<file path="src/wrg_pkg.sv">
// wrg_pkg: shared types and constants of the water ripple grid step block
// no dependencies; imported by wrg_ctrl, wrg_dpath, the top level and the checker

package wrg_pkg;

  // field and register widths fixed by the interface
  localparam int CELL_W     = 10;
  localparam int DH_W       = 16;
  localparam int GS_W       = 7;
  localparam int OUT_H_W    = 16;
  localparam int CFG_AW     = 1;
  localparam int CFG_DW     = 16;
  localparam int DAMP_SHIFT = 5;

  // request and result codes
  localparam logic REQ_STEP  = 1'b0;
  localparam logic REQ_READ  = 1'b1;
  localparam logic KIND_STEP = 1'b0;
  localparam logic KIND_READ = 1'b1;

  // configuration register indexes
  localparam logic [CFG_AW-1:0] CFG_DROP_HEIGHT = 1'b0;
  localparam logic [CFG_AW-1:0] CFG_GRID_SIZE   = 1'b1;

  // register reset values
  localparam logic signed [DH_W-1:0] DROP_RESET = 16'sd4096;
  localparam logic [GS_W-1:0]        GS_RESET   = 7'd64;

  typedef enum logic [2:0] {
    ST_CLEAR,
    ST_IDLE,
    ST_READ,
    ST_DROP,
    ST_SWEEP,
    ST_DRAIN,
    ST_ZERO,
    ST_DONE
  } state_t;

  // controller to datapath commands
  typedef struct packed {
    logic accept;   // latch the item on the input ports
    logic rd_cell;  // read one cell for a read item
    logic rd_a;     // read vertical neighbors and previous value
    logic rd_b;     // read horizontal neighbors
    logic drop;     // write drop height into current bank
    logic clear;    // write zero into both banks
    logic finish;   // load the result registers
    logic swap;     // exchange current and previous banks
  } cmd_t;

  // datapath to controller status
  typedef struct packed {
    logic req_read;
    logic req_drop;
  } stat_t;

endpackage

</file>
<file path="src/wrg_ctrl.sv">
// wrg_ctrl: sequencer for clear passes, drop, interior sweep and results
// depends on wrg_pkg

module wrg_ctrl #(
  parameter int GRID_MAX = 64,
  parameter int ADDR_W   = 12,
  parameter int NW       = 7
) (
  input  logic              clk,
  input  logic              rst_n,
  input  logic              start,
  output logic              busy,
  input  logic [NW-1:0]     n_act,
  input  wrg_pkg::stat_t    st,
  output wrg_pkg::cmd_t     cmd,
  output logic [ADDR_W-1:0] addr
);

  import wrg_pkg::*;

  localparam int CELLS = GRID_MAX * GRID_MAX;
  localparam int RW    = $clog2(GRID_MAX);

  state_t            state_r, state_nxt;
  logic [RW-1:0]     row_r, row_nxt;
  logic [RW-1:0]     col_r, col_nxt;
  logic              ph_r, ph_nxt;
  logic [ADDR_W-1:0] cnt_r, cnt_nxt;
  logic [RW-1:0]     lim;
  logic              has_interior;

  assign has_interior = (n_act >= NW'(3));
  assign lim          = RW'(n_act - NW'(2));
  assign busy         = (state_r != ST_IDLE);

  always_ff @(posedge clk) begin
    if (!rst_n) begin
      state_r <= ST_CLEAR;
      row_r   <= '0;
      col_r   <= '0;
      ph_r    <= 1'b0;
      cnt_r   <= '0;
    end else begin
      state_r <= state_nxt;
      row_r   <= row_nxt;
      col_r   <= col_nxt;
      ph_r    <= ph_nxt;
      cnt_r   <= cnt_nxt;
    end
  end

  always_comb begin
    state_nxt = state_r;
    row_nxt   = row_r;
    col_nxt   = col_r;
    ph_nxt    = ph_r;
    cnt_nxt   = cnt_r;
    cmd       = '0;
    if (state_r == ST_SWEEP) begin
      addr = ADDR_W'(int'(row_r) * GRID_MAX) + ADDR_W'(col_r);
    end else begin
      addr = cnt_r;
    end
    case (state_r)
      ST_CLEAR, ST_ZERO: begin
        cmd.clear = 1'b1;
        if (cnt_r == ADDR_W'(CELLS - 1)) begin
          cnt_nxt   = '0;
          state_nxt = (state_r == ST_CLEAR) ? ST_IDLE : ST_DONE;
        end else begin
          cnt_nxt = cnt_r + 1'b1;
        end
      end
      ST_IDLE: begin
        if (start) begin
          cmd.accept = 1'b1;
          cnt_nxt    = '0;
          if (st.req_read) begin
            cmd.rd_cell = 1'b1;
            state_nxt   = ST_READ;
          end else if (st.req_drop) begin
            state_nxt = ST_DROP;
          end else begin
            state_nxt = ST_ZERO;
          end
        end
      end
      ST_READ: begin
        cmd.finish = 1'b1;
        state_nxt  = ST_IDLE;
      end
      ST_DROP: begin
        cmd.drop = 1'b1;
        row_nxt  = RW'(1);
        col_nxt  = RW'(1);
        ph_nxt   = 1'b0;
        state_nxt = has_interior ? ST_SWEEP : ST_DONE;
      end
      ST_SWEEP: begin
        if (!ph_r) begin
          cmd.rd_a = 1'b1;
          ph_nxt   = 1'b1;
        end else begin
          cmd.rd_b = 1'b1;
          ph_nxt   = 1'b0;
          if (col_r == lim) begin
            col_nxt = RW'(1);
            if (row_r == lim) begin
              state_nxt = ST_DRAIN;
            end else begin
              row_nxt = row_r + 1'b1;
            end
          end else begin
            col_nxt = col_r + 1'b1;
          end
        end
      end
      ST_DRAIN: begin
        // wait for the last cell to leave the update pipeline
        ph_nxt = !ph_r;
        if (ph_r) begin
          state_nxt = ST_DONE;
        end
      end
      ST_DONE: begin
        cmd.finish = 1'b1;
        cmd.swap   = 1'b1;
        state_nxt  = ST_IDLE;
      end
      default: begin
        state_nxt = ST_IDLE;
      end
    endcase
  end

endmodule

</file>
<file path="config.mk">
export PLATFORM = sky130hd
export DESIGN_NAME = wrg_ctrl
export DESIGN_NICKNAME = d
export VERILOG_FILES = /design/src/wrg_pkg.sv /design/src/wrg_ctrl.sv
export SDC_FILE = /design/constraint.sdc
export NUM_CORES = 1
export LEC_CHECK = 0
export BUFFER_PORTS_ARGS = -buffer_cell sky130_fd_sc_hd__buf_4
export CAP_MARGIN = 10
export CELL_PAD_IN_SITES_DETAIL_PLACEMENT = 1
export CELL_PAD_IN_SITES_GLOBAL_PLACEMENT = 1
export CORE_MARGIN = 5
export CORE_UTILIZATION = 40
export CTS_CLUSTER_DIAMETER = 30
export DETAILED_ROUTE_END_ITERATION = 7
export PLACE_DENSITY_LB_ADDON = 0.2
export SYNTH_ARGS = -nofsm -noshare
export SYNTH_HDL_FRONTEND = slang
export SYNTH_SLANG_ARGS = --single-unit
</file>
<file path="constraint.sdc">
create_clock -name clk -period 2.3 [get_ports clk]
set_input_delay 0 -clock clk [delete_from_list [all_inputs] [get_ports clk]]
set_output_delay 0 -clock clk [all_outputs]
set_load 0.05 [all_outputs]
</file>
==> After elaboration in Yosys (flattened, before gate mapping) <==
Index checks and enable logic that the tools add are counted.
{ "op_classes": {"n_reduce_logical": 11, "order_cmp": 1, "n_eq_ne": 18, "muxes": 33, "addsub": 5} }
{ "ops": {"columns": ["operator", "count"], "rows": [
  ["$mux W12", 3],
  ["$mux W6", 5],
  ["$mux W3", 9],
  ["$pmux W12 S2", 1],
  ["$pmux W6 S2", 2],
  ["$pmux W3 S6", 1],
  ["$add A12 B1 Y12 const B", 1],
  ["$add A12 B6 Y12", 1],
  ["$add A6 B1 Y6 const B", 2],
  ["$eq A12 B12 Y1 const B", 1],
  ["$eq A3 B3 Y1 const B", 4],
  ["$eq A6 B6 Y1", 2],
  ["$ne A2 B2 Y1 const B", 5],
  ["$mux W2", 4],
  ["$ge A7 B2 Y1 const B", 1],
  ["$mux W1", 7],
  ["$eq A3 B2 Y1 const B", 2],
  ["$reduce_and A6 Y1", 1],
  ["$sub A6 B2 Y6 const B", 1],
  ["$ne A2 B1 Y1 const B", 2],
  ["$reduce_and A2 Y1", 2],
  ["$reduce_and A4 Y1", 1],
  ["$reduce_bool A2 Y1", 2],
  ["$reduce_or A2 Y1", 2],
  ["other kinds (6)", 6]
]} }
{ "word_totals": {"regBits": 28, "output_inout_bits": 21, "elab_cells": 73} }

==> Longest topological paths before layout <==
Gate-level depths: netlist (run 1).
{ "depth": {"word_depth": 6, "ltp_mapped": 9} }

==> Worst setup path before layout (run 1) <==
Ideal clock, no wire load.
{ "synth_timing": {"path_type": "reg2reg", "start": "reg state_r[2]", "end": "reg row_r[5]", "period_less_slack_ns": 1.886, "path_stages_with_launch": 8, "setup_ns": 0.115, "required_time_ns": 2.185, "setup_slack_ns": 0.414, "arrival_ns": 1.771, "path_cell_list": "dfxtp_1 -> buf_2 -> nand3b_1 -> inv_1 -> a41oi_2 -> buf_4 -> o31a_1 -> o21a_1"} }
{ "synth_between": {"elab_chain_len": 3} }
{ "synth_lines": {"columns": ["element", "line_no", "rtl"], "rows": [
  ["start: declaration", "wrg_ctrl.sv:24", "state_t state_r, state_nxt;"],
  ["start signal: assignment", "wrg_ctrl.sv:44", "state_r <= state_nxt;"],
  ["$eq A3 B3 Y1 or $eq A3 B2 Y1 (tied branches)", "wrg_ctrl.sv:64", "case (state_r)"],
  ["$ne A2 B2 Y1 (no line) (tied with other cells)", null, null],
  ["$reduce_and A4 Y1 (no line)", null, null],
  ["end signal: assignment", "wrg_ctrl.sv:45", "row_r <= row_nxt;"],
  ["end: declaration", "wrg_ctrl.sv:25", "logic [RW-1:0] row_r, row_nxt;"]
]} }
Several ways; a longest one is shown, not always the timed one.
A chain may end at the register's enable or synchronous reset.

==> Worst setup path in the final report (run 1) <==
{ "layout_timing": {"start": "reg state_r[2]", "end": "reg row_r[4]"} }
Same word-level chain as after synthesis.

==> metrics.cfg, run 1 <==
[clocking]
cts_buffer_depth=2
clk_latency_ns=0.27
cts_tree=done
cts_hold_buf=0
cts_buffers=3
h-tree-depth=1
clkTransAtPathRegs_ns=0.10
cts_sinks=28
ctsRootBufferMaster=clkbuf_8

[die]
start_util_pct=41.0
dieArea_mm2=0.00630
ios=33
die-height_um=79.4
coreArea_mm2=0.00469
num_rows=25
dieWidth_um=79.4

[min_path]
min_from=rst_n
hp-class=in -> reg
holdPathEnd=row_r[0]
holdPathStages=2

[global_routing]
grt_pass1_wl_um=9670
antenna_found_initial=0
grt_usage_pct=19.1
first_global_vias=1964
grt_max_degree=15
grt_overflow=0

[synth]
syn_area_mm2=0.00192
synth-seq-cells=28
ys_seq_area_share_pct=29.1
synth_warnings=0
synth_top_area_share_pct=29.1
synth_nets=277
syn-instance-count=260
ys.flop_type=dfxtp_1
async_flop_share_pct=0
synth.top_cells.by_area=dfxtp_1 (29%), nand2_1 (11%), xnor2_1 (5.9%)
synth_common_cells=nand2_1 (54), dfxtp_1 (28), nor2_1 (27), xnor2_1 (13), a21oi_1 (11)
syn_area_per_cell_um2=7.40
yosys.area.top_type=dfxtp_1
yosysUniqueCellTypes=50
post-synth-top-count-cell=nand2_1
synth_edf_count=0

[power]
p_clk_share_pct=23.1
fin_total_pwr_mw=1.19
power_switching_share_pct=36.1
p_comb_share_pct=31.7
ir_drop_mv=0.293
p_leak_nw=0.997
cellPowerDensity_mw_per_mm2=521
seq_power_share_pct=45.1
intPower_mw=0.759
p_sw_mw=0.428

[cells_and_area]
instances_no_fill=346
utilization_pct=48.6
fillers=628
final_area_mm2=0.00228
area_delta_synth_final_pct=18.4
drive_above_1_share_pct=17.5
diodes=0
nets=311

[outcome]
status=complete, no violations

[route]
drc=0
routedWlPerCell_um=16.3
final_antenna_net_count=0
num_vias=1954
vias_per_cell=5.65
drt_iter0_drc=72
wl_um=5650
first_pass_iters=4

[sta]
tns_ns=0
period_share_pct=90.8
finalClockSkew_ns=0.00517
tightest_slew_ns=0.586
slew-limit-headroom_pct=60.9
setup_viol=0
setup_slack_ns=0.211
holdWs_ns=0.0371
period_minus_slack_ns=2.09
rsz0062_at_grt=no
hold_viol_final=0
max_freq_ghz=0.479
slew_viol_final=0

[place]
post-place-ws_ns=0.180
dpl.hpwl_um=4440
place_area_mm2=0.00224
numPortBuffers=32
placed_cells=343
gp_congestion=0.829

[setup_path]
end_kind=flip-flop
critPathKind=reg -> reg
crit_arrival_ns=2.30
reg2reg_depth=5
regToRegSetupSlack_ns=0.21
critPathMaxFanout=13
cp-start-kind=flip-flop
r2r-start=state_r[2]
r2r-end=row_r[4]
required_ns=2.52

[run]
maxCapViolations=0

[worst max-delay path by stage]
stage / from / to / slack (ns) / cells after the start
5_1_grt: state_r[2] / row_r[3] / 0.05 / 5
3_3_place_gp: state_r[0] / row_r[4] / 0.29 / 5
3_5_place_dp: state_r[0] / row_r[4] / 0.18 / 5
2_1_floorplan: state_r[2] / row_r[5] / 0.41 / 7
4_1_cts: state_r[0] / row_r[4] / 0.17 / 5
6_report: state_r[2] / row_r[4] / 0.21 / 5
[layer usage]
metal	vias up	routed length [µm]	global-route usage [%]	share of wire (%)
met4	0	53	3.61	0.94
li1	974	-	-	-
met3	4	165	2.95	2.9
met5	-	0	0	0
met1	942	2570	25.1	45
met2	34	2870	33.2	51
[power groups by stage]
stage          Clock (mW)  Sequential, mW  Combinational (mW)
2_1_floorplan           0           0.531               0.280
4_1_cts             0.289           0.534               0.383
5_1_grt             0.307           0.541               0.417
3_3_place_gp            0           0.544               0.373
3_5_place_dp            0           0.545               0.381
6_report            0.275           0.535               0.377
[cell type report]
type,instances,area [µm²],share of cell area (%)
well taps,54,67.6,2.97
clock buffers,3,41.3,1.81
inverters,8,30.0,1.32
repair buffers,38,285,12.5
flip-flops and latches,28,562,24.7
multi-input cells,215,1290,56.7
[placed cells by master (no fill, tap or decap), drive strengths merged, types with 2 or more instances in the layout]
master / instances
o31a: 3
nor2: 29
xnor2: 14
o21ai: 10
nand2: 54
or4: 4
xor2: 7
o211a: 2
buf: 38
o21a: 2
o31ai: 2
clkbuf: 3
and3: 8
nand4: 6
a21oi: 11
nand3: 10
a31oi: 6
nor4: 2
a211oi: 2
inv: 7
nor2b: 2
nand3b: 4
ha: 5
nor3: 6
nand2b: 5
a21o: 3
o211ai: 2
or2: 2
dfxtp: 28
[what timing repair did]
| action | in CTS | in global routing |
|---|---|---|
| endpoints found under the setup margin | 0 | 2 |
| setup buffers | 0 | 0 |
| resized for setup | 0 | 1 |
| endpoints found under the hold margin | 0 | 0 |
[worst max-delay path: stages (launching register included)]
cell	delay [ns]
dfxtp_1	0.52
nand4bb_1	0.17
nand2_1	0.25
a41oi_2	0.35
or4_1	0.59
a21oi_1	0.15
[cells by family after synthesis]
kind of cell	Yosys count	share of synthesized area [%]
compound gates	49	17.2
xor+xnor	22	11.1
fa+ha+maj	5	3.25
buf+inv	17	3.71
flops	28	29.1
mux	2	1.11
simple gates	137	34.5
[sequential cells by signal (all words and copies together) (netlist names)]
name	flops
ph_r	1
row_r	6
col_r	6
cnt_r	12
state_r	3
(Power assumes the default switching activity.)
==> run 2, diff against run 1 <==
--- a/config.mk
+++ b/config.mk
@@ -9,9 +9,10 @@
 export CAP_MARGIN = 10
 export CELL_PAD_IN_SITES_DETAIL_PLACEMENT = 1
 export CELL_PAD_IN_SITES_GLOBAL_PLACEMENT = 1
+export CORE_ASPECT_RATIO = 0.7
 export CORE_MARGIN = 5
 export CORE_UTILIZATION = 40
-export CTS_CLUSTER_DIAMETER = 30
+export CTS_CLUSTER_DIAMETER = 40
 export DETAILED_ROUTE_END_ITERATION = 7
 export PLACE_DENSITY_LB_ADDON = 0.2
 export SYNTH_ARGS = -nofsm -noshare
==> metrics.cfg, run 2 (synthesis results as in run 1) <==
[clocking]
cts_sinks=28
clkTransAtPathRegs_ns=0.10
cts_buffers=3
cts_tree=done
h-tree-depth=1
clk_latency_ns=0.28
ctsRootBufferMaster=clkbuf_8
cts_hold_buf=0
cts_buffer_depth=2

[place]
placed_cells=347
numPortBuffers=32
place_area_mm2=0.00225
gp_congestion=0.833
dpl.hpwl_um=4860

[cells_and_area]
area_delta_synth_final_pct=20.2
multi_input_area_mm2=0.00130
largest_register_ffs=12
reg.largest.list=cnt_r (12), col_r (6), row_r (6)
fillers=609
nets=312
regMostFlops=cnt_r
final_area_mm2=0.00231
diodes=0
drive_above_1_share_pct=17.7
mostFrequentLayoutCell=nand2_1
seq_area_um2=561
instances_no_fill=351
utilization_pct=48.9
final_cell_mix=nand2_1 (54), buf_4 (39), dfxtp_1 (28)

[setup_path]
required_ns=2.52
end_kind=flip-flop
critPathMaxFanout=13
cp_num_cells=5
r2r-end=row_r[4]
crit_arrival_ns=2.26
startpoint=state_r[0]
regToRegSetupSlack_ns=0.27
r2r-start=state_r[0]
critPathMaxStageDelay_ns=0.57
path_buf_inv=0
critPathCapture=row_r[4]
reg2reg_depth=5
cpMaxStageDelayCell=or4_1
cp_top_family=simple AND/OR/NAND/NOR gates
cp-start-kind=flip-flop
path_cells=nand3b_1 -> nand2_1 -> a41oi_4 -> or4_1 -> a21oi_1
critPathKind=reg -> reg

[global_routing]
grt_overflow=0
grt_max_degree=16
grt_pass1_wl_um=10000
antenna_found_initial=0
first_global_vias=2007
grt_usage_pct=20.5

[die]
ios=33
dieArea_mm2=0.00632
start_util_pct=40.7
coreArea_mm2=0.00473
die-height_um=68.0
dieWidth_um=92.9
num_rows=21

[sta]
slew-limit-headroom_pct=63.5
finalClockSkew_ns=0.00336
tightest_slew_ns=0.547
rsz0062_at_grt=no
hold_viol_final=0
period_minus_slack_ns=2.03
period_share_pct=88.4
tns_ns=0
holdWs_ns=0.0345
max_freq_ghz=0.492
slew_viol_final=0
setup_viol=0

[route]
drc=0
first_pass_iters=4
final_antenna_net_count=0
num_vias=1997
wl_um=5970
routedWlPerCell_um=17.0
drt_iter0_drc=93
vias_per_cell=5.69

[power]
p_clk_share_pct=25.6
p_leak_nw=1.01
power_switching_share_pct=35.8
intPower_mw=0.793
p_sw_mw=0.442
seq_power_share_pct=43.3
p_comb_share_pct=31.1
ir_drop_mv=0.199
cellPowerDensity_mw_per_mm2=534

[outcome]
status=complete, no violations

[run]
maxCapViolations=0

[min_path]
hp-class=in -> reg

==> run 2: how the worst min path moves through the flow <==
| stage | start | to | slack, ns | cells past startpoint |
|---|---|---|---|---|
| after detailed placement | rst_n | row_r[0] | 0.34 | 2 |
| after global routing | rst_n | state_r[1] | 0.04 | 2 |
| after floorplan | rst_n | cnt_r[10] | 0.17 | 2 |
| final | rst_n | state_r[1] | 0.03 | 2 |
| after global placement | rst_n | state_r[1] | 0.33 | 2 |
| after CTS | rst_n | row_r[0] | 0.03 | 2 |
==> run 2: cell type report <==
cell class	count	area share [%]
Inverter	8	1.30
Timing Repair Buffer	39	12.7
Sequential cell	28	24.2
Clock buffer	4	2.38
Tap cell	57	3.08
Multi-Input combinational cell	215	56.4
==> run 2: layer usage <==
layer	vias to the layer above	wire length (µm)	track usage, %
li1	983	-	-
met1	965	3130	28.8
met2	42	2520	33.2
met3	7	236	3.30
met4	0	76	4.75
met5	-	0	0
==> run 2: what timing repair did <==
| item | CTS | global route |
|---|---|---|
| setup buffers | 0 | 0 |
| resized for setup | 0 | 1 |
| endpoints found under the setup margin | 0 | 1 |
==> run 2: power groups by stage <==
stage / Clock, mW / Combinational (mW) / Sequential, mW
finish: 0.316 / 0.385 / 0.535
global route: 0.339 / 0.419 / 0.539
CTS: 0.324 / 0.384 / 0.535
detailed placement: 0 / 0.383 / 0.546
global placement: 0 / 0.377 / 0.546
floorplan: 0 / 0.280 / 0.531
==> run 2: worst register-to-register path: stages (launching register included) <==
cell and delay [ns]:
dfxtp_1 0.51, nand3b_1 0.20, nand2_1 0.27, a41oi_4 0.28, or4_1 0.57, a21oi_1 0.15
==> run 2: metrics by stage <==
step	worst slack (ns)	power, mW
after global placement	0.279	0.923
after CTS	0.154	1.24
after floorplan	0.414	0.811
final	0.266	1.24
after global routing	0.105	1.30
after detailed placement	0.175	0.929
